[src/hw/rtl/tsw_pkg.sv]
package tsw_pkg;

  localparam int unsigned QueueDepthDefault   = 64;
  localparam int unsigned MaxSegsDefault      = 64;
  localparam logic [10:0] SegLimit            = 11'd1452;
  localparam logic [15:0] InitialRtoReset     = 16'd1000;
  localparam logic [10:0] MaxPayloadReset     = 11'd1000;

  // Input actions.
  localparam logic [1:0] ActFill  = 2'd0;
  localparam logic [1:0] ActAck   = 2'd1;
  localparam logic [1:0] ActTick  = 2'd2;
  localparam logic [1:0] ActEmpty = 2'd3;

  // Configuration register indexes.
  localparam logic [1:0] CfgInitialRto = 2'd0;
  localparam logic [1:0] CfgIsn        = 2'd1;
  localparam logic [1:0] CfgMaxPayload = 2'd2;

  // Queue entry: seq, len, syn, fin (45 bits).
  typedef struct packed {
    logic [31:0] seq;
    logic [10:0] len;
    logic        syn;
    logic        fin;
  } entry_t;

  // Commands from controller to datapath.
  typedef struct packed {
    logic load;      // latch input item
    logic fill_syn;  // emit SYN and push
    logic fill_seg;  // emit one data segment and push
    logic ack_upd;   // record window and unwrap ack
    logic pop;       // pop head entry
    logic ack_done;  // finish ack bookkeeping
    logic tick_upd;  // advance timer
    logic tick_retx; // retransmit head
    logic tick_stop; // stop idle timer
    logic emit_none; // emit empty status result
    logic emit_empty;// emit empty segment
    logic rd_head;   // read head entry from queue
    logic last;      // this result is the final one
  } cmd_t;

  // Status from datapath to controller.
  typedef struct packed {
    logic [1:0] action;
    logic       syn_done;
    logic       q_full;
    logic       q_empty;
    logic       seg_ok;     // next fill segment may be emitted
    logic       seg_final;  // no segment can follow this one
    logic       ack_take;   // ack is new and in range
    logic       pop_ok;     // head entry is fully acknowledged
    logic       timeout;    // retransmission due
    logic       out_busy;   // output register holds a beat not yet taken
  } stat_t;

endpackage

[src/hw/rtl/tsw_ctrl.sv]
module tsw_ctrl import tsw_pkg::*; #(
  parameter int unsigned MaxSegs = MaxSegsDefault
) (
  input  logic  clk_i,
  input  logic  rst_ni,
  input  logic  in_valid_i,
  output logic  in_ready_o,
  input  stat_t stat_i,
  output cmd_t  cmd_o,
  output logic  seg_cnt_max_o
);

  typedef enum logic [6:0] {
    StIdle = 7'b0000001,
    StDisp = 7'b0000010,
    StFill = 7'b0000100,
    StAckR = 7'b0001000,
    StAckP = 7'b0010000,
    StTick = 7'b0100000,
    StTkR  = 7'b1000000
  } state_e;

  localparam int unsigned Kw = $clog2(MaxSegs + 1);

  state_e state_q, state_d;
  logic [Kw-1:0] k_q, k_d;

  assign seg_cnt_max_o = (k_q + Kw'(1)) >= Kw'(MaxSegs);

  always_comb begin
    state_d = state_q;
    k_d = k_q;
    cmd_o = '0;
    in_ready_o = 1'b0;
    unique case (state_q)
      StIdle: begin
        in_ready_o = !stat_i.out_busy;
        if (in_valid_i && !stat_i.out_busy) begin
          cmd_o.load = 1'b1; state_d = StDisp; k_d = '0;
        end
      end
      StDisp: begin
        if (!stat_i.out_busy) begin
          unique case (stat_i.action)
            ActFill: begin
              if (!stat_i.syn_done) begin
                cmd_o.last = 1'b1;
                if (stat_i.q_full) cmd_o.emit_none = 1'b1;
                else cmd_o.fill_syn = 1'b1;
                state_d = StIdle;
              end else if (!stat_i.seg_ok) begin
                cmd_o.emit_none = 1'b1; cmd_o.last = 1'b1; state_d = StIdle;
              end else begin
                state_d = StFill;
              end
            end
            ActAck: begin
              cmd_o.ack_upd = 1'b1; state_d = StAckR;
            end
            ActTick: begin
              cmd_o.tick_upd = 1'b1; state_d = StTick;
            end
            default: begin
              cmd_o.emit_empty = 1'b1; cmd_o.last = 1'b1; state_d = StIdle;
            end
          endcase
        end
      end
      StFill: begin
        if (!stat_i.out_busy) begin
          cmd_o.fill_seg = 1'b1;
          k_d = k_q + Kw'(1);
          if (stat_i.seg_final) begin
            cmd_o.last = 1'b1; state_d = StIdle;
          end
        end
      end
      StAckR: begin
        cmd_o.rd_head = 1'b1; state_d = StAckP;
      end
      StAckP: begin
        if (!stat_i.ack_take) begin
          cmd_o.emit_none = 1'b1; cmd_o.last = 1'b1; state_d = StIdle;
        end else if (stat_i.pop_ok) begin
          cmd_o.pop = 1'b1; state_d = StAckR;
        end else begin
          cmd_o.ack_done = 1'b1; cmd_o.emit_none = 1'b1; cmd_o.last = 1'b1;
          state_d = StIdle;
        end
      end
      StTick: begin
        state_d = StTkR;
      end
      StTkR: begin
        cmd_o.last = 1'b1; state_d = StIdle;
        if (stat_i.timeout) cmd_o.tick_retx = 1'b1;
        else begin
          cmd_o.tick_stop = 1'b1; cmd_o.emit_none = 1'b1;
        end
      end
      default: state_d = StIdle;
    endcase
  end

  always_ff @(posedge clk_i or negedge rst_ni) begin
    if (!rst_ni) begin
      state_q <= StIdle; k_q <= '0;
    end else begin
      state_q <= state_d; k_q <= k_d;
    end
  end

endmodule

[config.mk]
export PLATFORM = sky130hd
export DESIGN_NAME = tsw_ctrl
export DESIGN_NICKNAME = d
export VERILOG_FILES = /design/src/hw/rtl/tsw_pkg.sv /design/src/hw/rtl/tsw_ctrl.sv
export SDC_FILE = /design/constraint.sdc
export NUM_CORES = 1
export LEC_CHECK = 0
export BUFFER_PORTS_ARGS = -buffer_cell sky130_fd_sc_hd__buf_2
export CELL_PAD_IN_SITES_DETAIL_PLACEMENT = 0
export CELL_PAD_IN_SITES_GLOBAL_PLACEMENT = 1
export CORE_ASPECT_RATIO = 0.9
export CORE_MARGIN = 8
export CORE_UTILIZATION = 38
export DETAILED_ROUTE_END_ITERATION = 8
export GPL_ROUTABILITY_DRIVEN = 0
export PLACE_DENSITY = 0.89
export SLEW_MARGIN = 20
export SYNTH_ARGS = -nofsm -noshare
export SYNTH_HDL_FRONTEND = slang
export SYNTH_SLANG_ARGS = --single-unit
[constraint.sdc]
create_clock -name clk_i -period 2.5 [get_ports clk_i]
set_clock_uncertainty 0.2 [all_clocks]
set_input_delay 0.25 -clock clk_i [delete_from_list [all_inputs] [get_ports clk_i]]
set_output_delay 0.25 -clock clk_i [all_outputs]
set_load 0.02 [all_outputs]
==> flow_metrics.env, run 1 <==
export IMPL_yosysSeqAreaShare_pct=33.2
export IMPL_hold_violations=0
export IMPL_synth_top_area_share_pct=30.7
export IMPL_finalCriticalPeriod_ps=2380
export IMPL_dr_pass1_iters=4
export IMPL_fill_cells=258
export IMPL_synthCells=116
export IMPL_max_freq_ghz=0.420
export IMPL_final_cell_mix="buf_2 (27), dfrtp_1 (10), nand2_1 (7), nor2_1 (7), nor3b_1 (6)"
export IMPL_path_class="register to primary output"
export IMPL_hold_class="input pin to register"
export IMPL_worstMarginPinSlew_ps=512
export IMPL_mostFrequentLayoutCell="buf_2"
export IMPL_hold_start="stat_i[9]"
export IMPL_cap_violations=0
export IMPL_grt_overflow=0
export IMPL_clk_pin_slew_ps=80
export IMPL_critPathCaptureType="primary output"
export IMPL_cp_required_ps=2050
export IMPL_final_layout_size_suffix_gt1_share_pct=35.4
export IMPL_finalMaxSlewViolations=0
export IMPL_synthArstFlopShare_pct=100
export IMPL_io_pins=29
export IMPL_rsz0062_at_grt="false"
export IMPL_power_leakage_uw=0.000624
export IMPL_rr_startpoint="state_q[3]$_DFFE_PN0P_"
export IMPL_ys_warn_count=0
export IMPL_grt_pass1_wl_um=4720
export IMPL_yosys_top_cells_area="dfrtp_1 (31%), nor3b_1 (5.0%), nor4_1 (3.0%)"
export IMPL_hpwl_um=2130
export IMPL_nets=160
export IMPL_setup_viol=0
export IMPL_ys_flop_type="dfrtp_1"
export IMPL_die_w_um=71.6
export IMPL_fin_crit_sh_pct=95.2
export IMPL_fin_util_pct=48.2
export IMPL_io_buffers=27
export IMPL_cts_buffer_depth=2
export IMPL_worst_skew_pair_late_latency_ps=270
export IMPL_crit_fanout=10
export IMPL_drcViolationCount=0
export IMPL_clock_sinks=14
export IMPL_ir_worst_vdd_uv=511
export IMPL_num_rows=18
export IMPL_postRouteAntennaNets=0
export IMPL_post_cts_buffers=0
export IMPL_cts_tree="yes"
export IMPL_routed_wl_um=2730
export IMPL_antenna_found_initial=0
export IMPL_relSlewSlack_pct=65.6
export IMPL_die_area_um2=4730
export IMPL_syn_avg_cell_area_um2=9.13
export IMPL_fp_dieH_um=66.1
export IMPL_reg2reg_slack_ps=330
export IMPL_cts_htree_levels=1
export IMPL_critPathArrivalTime_ps=1930
export IMPL_synth_edff_count=0
export IMPL_cp_start_kind="register"
export IMPL_startpoint="state_q[2]$_DFFE_PN0P_"
export IMPL_grtUsageTotal_pct=12.2
export IMPL_vias=1042
export IMPL_p_per_area_nw_per_um2=595
export IMPL_diodes=0
export IMPL_core_area_um2=2700
export IMPL_ys_ff_latch=14
export IMPL_syn_area_um2=1060
export IMPL_synth_fp_nets=131
export IMPL_first_global_vias=1084
export IMPL_vias_per_cell=5.99
export IMPL_initialDrtViolationCount=42
export IMPL_cts_root_buf="clkbuf_4"
export IMPL_synth_distinct_cells=47
export IMPL_yosysTopAreaCell="dfrtp_1"
export IMPL_initial_core_util_pct=39.2
export IMPL_outcome="complete, no violations"
export IMPL_grt_max_degree=15
export IMPL_final_setup_tns_ps=0
export IMPL_areaGrowthSynthToFinish_pct=23.2
export IMPL_wl_per_cell_um=15.7
export IMPL_cts_inserted_buffers=3
metrics by stage:
| stage | power (uW) | hold WS [ps] | std cells | setup WS [ps] | cell area [um2] |
|---|---|---|---|---|---|
| global route | 830 | 18.8 | 174 | 10.5 | 1300 |
| detailed placement | 587 | -43.5 | 169 | 293 | 1210 |
| CTS | 751 | 24.7 | 174 | 30.3 | 1270 |
| global placement | 574 | -45.1 | 169 | 356 | 1210 |
| floorplan | 508 | -246 | 116 | 136 | 1060 |
| finish | 776 | 31.0 | 174 | 120 | 1300 |
final timing paths:
kind | to | depth (start not counted)
max | cmd_o[10] | 4
min | state_q[5]$_DFFE_PN0P_ | 2
max reg2reg | state_q[3]$_DFFE_PN0P_ | 4
min reg2reg | k_q[0]$_DFFE_PN0P_ | 1
max in group asynchronous | state_q[0]$_DFFE_PN1P_ | 2
min in group asynchronous | k_q[5]$_DFFE_PN0P_ | 2
cell usage after synthesis, types with 3 or more instances:
| master | n |
|---|---|
| dfrtp_1 | 13 |
| inv_1 | 3 |
| buf_2 | 4 |
| nor4b_1 | 3 |
| nand3_1 | 5 |
| and3_1 | 3 |
| a211o_1 | 3 |
| nor3b_1 | 7 |
| nor4_1 | 5 |
| nand2b_1 | 4 |
| or3_1 | 3 |
| nor3_1 | 4 |
| nand2_1 | 7 |
| a21oi_1 | 5 |
| nor2_1 | 7 |
cell type report:
type,instances,area [um2],area share (%)
sequential,14,355,27.3
inverter,3,11.3,0.864
multi-input combinational,92,696,53.4
timing repair buffer,31,168,12.9
tap,30,37.5,2.88
clock buffer,4,36.3,2.78
layer usage:
metal	vias to the layer above	global-route usage (%)	wire (um)
met1	506	14.0	1220
met2	26	21.5	1390
met3	4	2.73	75
met5	-	0	0
met4	0	4.58	36
li1	506	-	-
state kept, by name, summed over array words and instances (netlist names):
name and count:
state_q 7, k_q 7
worst max-delay path, cell delays in order (launching register included):
cell,delay [ps]
dfrtp_1,590
or4b_4,550
nor3_4,160
buf_4,180
buf_2,170
power breakdown:
group	total, uW	switching (uW)	internal, uW
combinational	303	167	136
clock	156	67.2	88.5
sequential	317	59.2	258
total	776	294	482
what timing repair did:
action | 4_1_cts | 5_1_grt
endpoints found under the setup margin | 1 | 6
gates cloned | 0 | 0
pin swaps | 0 | 0
hold endpoints to repair | 14 | 0
hold buffers | 1 | 0
resized for setup | 1 | 9
cells by family after synthesis:
kind of cell | Yosys count | synth area share (%)
and+or+nand+nor | 60 | 38.1
DFF | 14 | 33.2
adders and majority gates | 1 | 1.18
xor gates and xnor gates | 2 | 1.66
AOI/OAI and AO/OA | 27 | 19.3
buffers and inverters | 10 | 4.73
muxes | 2 | 1.89
No activity file was read; power rests on OpenSTA's default activity.
==> inputs of run 2 (changes only) <==
ABC_AREA = 1   (was not set)
CORE_UTILIZATION = 36   (was 38)
PLACE_DENSITY = 0.9   (was 0.89)
RECOVER_POWER = 25   (was not set)
SLEW_MARGIN = 15   (was 20)
==> flow_metrics.env, run 2 <==
export IMPL_outcome="complete, no violations"
export IMPL_synth_top_area_share_pct=31.6
export IMPL_die_area_um2=4830
export IMPL_drcViolationCount=0
export IMPL_vias=993
export IMPL_crit_fanout=6
export IMPL_finalCriticalPeriod_ps=2160
export IMPL_startpoint="state_q[2]$_DFFE_PN0P_"
export IMPL_synthCells=146
export IMPL_cts_root_buf="clkbuf_4"
export IMPL_cp_required_ps=2050
export IMPL_largest_registers="k_q (7), state_q (7)"
export IMPL_max_stage_delay_ps=450
export IMPL_finalMaxSlewViolations=0
export IMPL_areaGrowthSynthToFinish_pct=22.3
export IMPL_cts_buffer_depth=2
export IMPL_layout_setup_ws_ps=335
export IMPL_final_setup_tns_ps=0
export IMPL_post_cts_buffers=0
export IMPL_cap_violations=0
export IMPL_first_global_vias=1091
export IMPL_antenna_found_initial=0
export IMPL_p_per_area_nw_per_um2=541
export IMPL_min_to="state_q[5]$_DFFE_PN0P_"
export IMPL_worstPathCellList="nor2_2, nand2_2, nor2_4, nand2_1, nor4_1, buf_2"
export IMPL_core_area_um2=2750
export IMPL_final_area_um2=1260
export IMPL_dpl_cell_area_um2=1220
export IMPL_syn_area_um2=1030
export IMPL_cts_htree_levels=1
export IMPL_rsz0062_at_grt="false"
export IMPL_cts_tree="yes"
export IMPL_fin_crit_sh_pct=86.6
export IMPL_cp_start_kind="register"
export IMPL_hold_start="stat_i[10]"
export IMPL_rr_worst_depth=9
export IMPL_yosys_top_cells_count="nand2_1 (40), inv_1 (18), nor2_1 (16)"
export IMPL_path_buf_inv=1
export IMPL_synth_most_common_cell="nand2_1"
export IMPL_hold_depth=3
export IMPL_fin_hold_ws_ps=77.4
export IMPL_postRouteAntennaNets=0
export IMPL_die_w_um=72.4
export IMPL_ctsHoldBuffers=1
export IMPL_grt_pass1_wl_um=4490
export IMPL_yosysSeqAreaShare_pct=34.1
export IMPL_synthArstFlopShare_pct=100
export IMPL_layout_cells_non_filler=218
export IMPL_slowest_stage="dfrtp_1"
export IMPL_io_buffers=27
export IMPL_routed_wl_um=2400
export IMPL_nets=194
export IMPL_ys_flop_type="dfrtp_1"
export IMPL_r2r_end="k_q[3]$_DFFE_PN0P_"
export IMPL_critPathCaptureType="primary output"
export IMPL_vias_per_cell=4.56
export IMPL_num_rows=18
export IMPL_relSlewSlack_pct=48.6
export IMPL_yosys_top_cells_area="dfrtp_1 (32%), nand2_1 (15%), inv_1 (6.6%)"
export IMPL_io_pins=29
export IMPL_path_class="register to primary output"
export IMPL_cp_top_family="simple AND/OR/NAND/NOR gates"
export IMPL_ys_warn_count=0
export IMPL_worst_skew_pair_late_latency_ps=280
export IMPL_setup_viol=0
export IMPL_critPathArrivalTime_ps=1710
export IMPL_hpwl_um=2060
export IMPL_clk_pin_slew_ps=80
export IMPL_synth_fp_nets=161
export IMPL_final_layout_size_suffix_gt1_share_pct=30.3
export IMPL_wl_per_cell_um=11.0
export IMPL_hold_violations=0
export IMPL_worstMarginPinSlew_ps=772
export IMPL_dp_cells=213
export IMPL_initialDrtViolationCount=10
export IMPL_final_cell_mix="nand2_1 (40), buf_2 (26), inv_1 (18), nor2_1 (16), dfrtp_1 (13)"
export IMPL_grt_overflow=0
export IMPL_syn_avg_cell_area_um2=7.06
export IMPL_cts_repair_resized=0
export IMPL_synth_distinct_cells=25
export IMPL_fp_dieH_um=66.8
export IMPL_reg2reg_slack_ps=820
export IMPL_clock_sinks=14
export IMPL_synth_edff_count=0
export IMPL_rr_startpoint="state_q[0]$_DFFE_PN1P_"
export IMPL_cts_inserted_buffers=3
export IMPL_ys_ff_latch=14
export IMPL_max_freq_ghz=0.462
export IMPL_fill_cells=305
export IMPL_detailedPlace_worstSlack_ps=637
export IMPL_diodes=0
export IMPL_dr_pass1_iters=4
export IMPL_grt_max_degree=15
export IMPL_hold_class="input pin to register"
export IMPL_initial_core_util_pct=37.5
export IMPL_power_leakage_uw=0.000708
export IMPL_mostFrequentLayoutCell="nand2_1"
export IMPL_grtUsageTotal_pct=11.5
export IMPL_yosysTopAreaCell="dfrtp_1"
export IMPL_ir_worst_vdd_uv=269
==> run 2: worst max-delay path by stage <==
stage | end | slack [ps] | cells after the start
3_3_place_gp | cmd_o[11] | 650 | 6
5_1_grt | cmd_o[11] | 190 | 6
6_report | cmd_o[11] | 340 | 6
4_1_cts | cmd_o[11] | 310 | 6
2_1_floorplan | cmd_o[11] | 480 | 5
3_5_place_dp | cmd_o[11] | 640 | 6
==> run 2: cell type report <==
class | count | area (um2) | share of cell area [%]
clock buffer | 4 | 36.3 | 2.88
sequential | 14 | 352 | 27.9
tap | 40 | 50.0 | 3.97
timing repair buffer | 28 | 144 | 11.4
multi-input combinational | 108 | 582 | 46.1
inverter | 24 | 97.6 | 7.74
==> run 2: cell families after synthesis <==
| kind of cell | synth area share [%] |
|---|---|
| AND/OR/NAND/NOR | 45.3 |
| XOR/XNOR | 4.25 |
| AO/OA/AOI/OAI | 4.73 |
| adder cells (fa/ha/maj) | 1.21 |
| multiplexers | 0.971 |
| flip-flops | 34.1 |
| buffers and inverters | 9.47 |
==> run 2: tightest hold or removal path, stage by stage <==
cell	delay, ps
buf_2	120
nand3_1	100
nor2_1	50
==> run 2: stage by stage <==
stage,util (%),power (uW)
after floorplan,-,459
after global placement,44.3,521
after detailed placement,44.3,526
after CTS,45.9,695
after global routing,45.9,744
final,45.9,683
==> run 2: report_power, final <==
| group | internal [uW] | switching, uW | total [uW] |
|---|---|---|---|
| sequential | 249 | 15.7 | 264 |
| combinational | 81.7 | 174 | 255 |
| clock | 88.6 | 74.0 | 163 |
==> run 2: routing by layer <==
metal / track usage (%) / share of wire, % / wire [um] / vias to the layer above
li1: - / - / - / 518
met1: 13.7 / 47 / 1130 / 453
met2: 19.4 / 48 / 1150 / 20
met3: 1.35 / 3.5 / 83 / 2
met4: 7.48 / 1.5 / 36 / 0
met5: 0 / 0 / 0 / -
==> inputs of run 3 (changes only) <==
CORE_UTILIZATION = 35   (was 36)
PLACE_DENSITY = 0.88   (was 0.9)
==> flow_metrics.env, run 3 (synthesis gave the netlist of run 2 again) <==
export IMPL_diodes=0
export IMPL_grt_max_degree=15
export IMPL_p_clk_share_pct=23.5
export IMPL_final_layout_size_suffix_gt1_share_pct=30.3
export IMPL_first_global_vias=1041
export IMPL_worstMarginPinSlew_ps=788
export IMPL_areaGrowthSynthToFinish_pct=22.3
export IMPL_drcViolationCount=0
export IMPL_clk_pin_slew_ps=80
export IMPL_path_class="register to primary output"
export IMPL_fin_hold_ws_ps=60.1
export IMPL_min_to="state_q[5]$_DFFE_PN0P_"
export IMPL_cts_tree="yes"
export IMPL_power_leakage_uw=0.000708
export IMPL_regArea_um2=352
export IMPL_rsz0062_at_grt="false"
export IMPL_initialDrtViolationCount=21
export IMPL_clock_sinks=14
export IMPL_worst_skew_pair_late_latency_ps=280
export IMPL_cts_inserted_buffers=3
export IMPL_cap_violations=0
export IMPL_dr_pass1_iters=6
export IMPL_r2r_end="k_q[2]$_DFFE_PN0P_"
export IMPL_final_setup_tns_ps=0
export IMPL_finalMaxSlewViolations=0
export IMPL_wl_per_cell_um=11.5
export IMPL_slowest_stage="dfrtp_1"
export IMPL_vias=1019
export IMPL_power_total_uw=687
export IMPL_reg2reg_slack_ps=840
export IMPL_routed_wl_um=2510
export IMPL_antenna_found_initial=0
export IMPL_grt_pass1_wl_um=4440
export IMPL_io_buffers=27
export IMPL_worstPathCellList="nor2_2, nand2_2, nor2_4, nand2_1, nor4_1, buf_2"
export IMPL_io_pins=29
export IMPL_rr_startpoint="state_q[0]$_DFFE_PN1P_"
export IMPL_cts_repair_resized=0
export IMPL_critPathArrivalTime_ps=1730
export IMPL_critPathCaptureType="primary output"
export IMPL_hold_depth=3
export IMPL_netSwitchingFraction_pct=39.0
export IMPL_mostFrequentLayoutCell="nand2_1"
export IMPL_largest_registers="k_q (7), state_q (7)"
export IMPL_fill_cells=303
export IMPL_crit_fanout=6
export IMPL_cp_start_kind="register"
export IMPL_finalCriticalPeriod_ps=2180
export IMPL_cp_required_ps=2050
export IMPL_multi_input_area_um2=582
export IMPL_nets=194
export IMPL_cts_root_buf="clkbuf_4"
export IMPL_core_area_um2=2770
export IMPL_hold_violations=0
export IMPL_cts_htree_levels=1
export IMPL_num_rows=18
export IMPL_max_freq_ghz=0.459
export IMPL_p_switching_uw=268
export IMPL_relSlewSlack_pct=47.5
export IMPL_seq_power_share_pct=38.5
export IMPL_hold_class="input pin to register"
export IMPL_ir_worst_vdd_uv=297
export IMPL_post_cts_buffers=0
export IMPL_fp_dieH_um=67.5
export IMPL_intPower_uw=419
export IMPL_setup_viol=0
export IMPL_cts_buffer_depth=2
export IMPL_grtUsageTotal_pct=11.2
export IMPL_rr_worst_depth=9
export IMPL_hpwl_um=2120
export IMPL_p_per_area_nw_per_um2=545
export IMPL_die_w_um=73.2
export IMPL_grt_overflow=0
export IMPL_power_frac_comb_pct=38.0
export IMPL_final_cell_mix="nand2_1 (40), buf_2 (26), inv_1 (18), nor2_1 (16), dfrtp_1 (13)"
export IMPL_fin_crit_sh_pct=87.2
export IMPL_vias_per_cell=4.67
export IMPL_outcome="complete, no violations"
export IMPL_die_area_um2=4940
export IMPL_hold_start="stat_i[10]"
export IMPL_initial_core_util_pct=37.2
export IMPL_postRouteAntennaNets=0
export IMPL_max_stage_delay_ps=450
run 3: metrics by stage:
stage                     utilization (%)  setup WS [ps]  cells  instance area (um2)
after global routing                 45.5            148    218                 1260
after CTS                            45.6            284    218                 1260
after detailed placement             43.9            605    213                 1220
after global placement               43.9            656    213                 1220
final                                45.5            321    218                 1260
after floorplan                         -            485    146                 1030
run 3: worst max-delay path: cells and delay by family (launching register included):
| family | cells | cell delay [ps] |
|---|---|---|
| buffers and inverters | 1 | 210 |
| AND/OR/NAND/NOR | 5 | 800 |
| flip-flops | 1 | 450 |
run 3: how the worst max path moves through the flow:
stage,slack (ps),to,from,cells after the start
floorplan,480,cmd_o[11],state_q[2]$_DFFE_PN0P_,5
CTS,280,cmd_o[11],state_q[2]$_DFFE_PN0P_,6
global placement,660,cmd_o[3],state_q[2]$_DFFE_PN0P_,6
detailed placement,600,cmd_o[11],state_q[2]$_DFFE_PN0P_,6
finish,320,cmd_o[11],state_q[2]$_DFFE_PN0P_,6
global route,150,cmd_o[11],state_q[2]$_DFFE_PN0P_,6
run 3: layout make-up:
class                           instances  share of cell area, %
Multi-Input combinational cell        108                   46.1
Sequential cell                        14                   27.9
Timing Repair Buffer                   28                   11.4
Inverter                               24                   7.74
Tap cell                               40                   3.97
Clock buffer                            4                   2.88
run 3: power by group through the flow:
| stage | logic, uW | clock network [uW] | registers [uW] |
|---|---|---|---|
| floorplan | 192 | 0 | 267 |
| global placement | 253 | 0 | 268 |
| detailed placement | 263 | 0 | 269 |
| CTS | 265 | 167 | 265 |
| global route | 299 | 176 | 268 |
| finish | 261 | 161 | 265 |
run 3: what timing repair did:
action	in CTS	in global routing
setup endpoints to repair	0	0
hold buffers	1	0
hold endpoints to repair	14	0
run 3: layer usage:
metal | up-vias | wire [um] | track usage (%) | share of wire (%)
li1 | 522 | - | - | -
met1 | 469 | 1280 | 15.1 | 51
met2 | 26 | 1140 | 17.9 | 45
met3 | 2 | 56 | 0.444 | 2.2
met4 | 0 | 34 | 5.74 | 1.4
met5 | - | 0 | 0 | 0
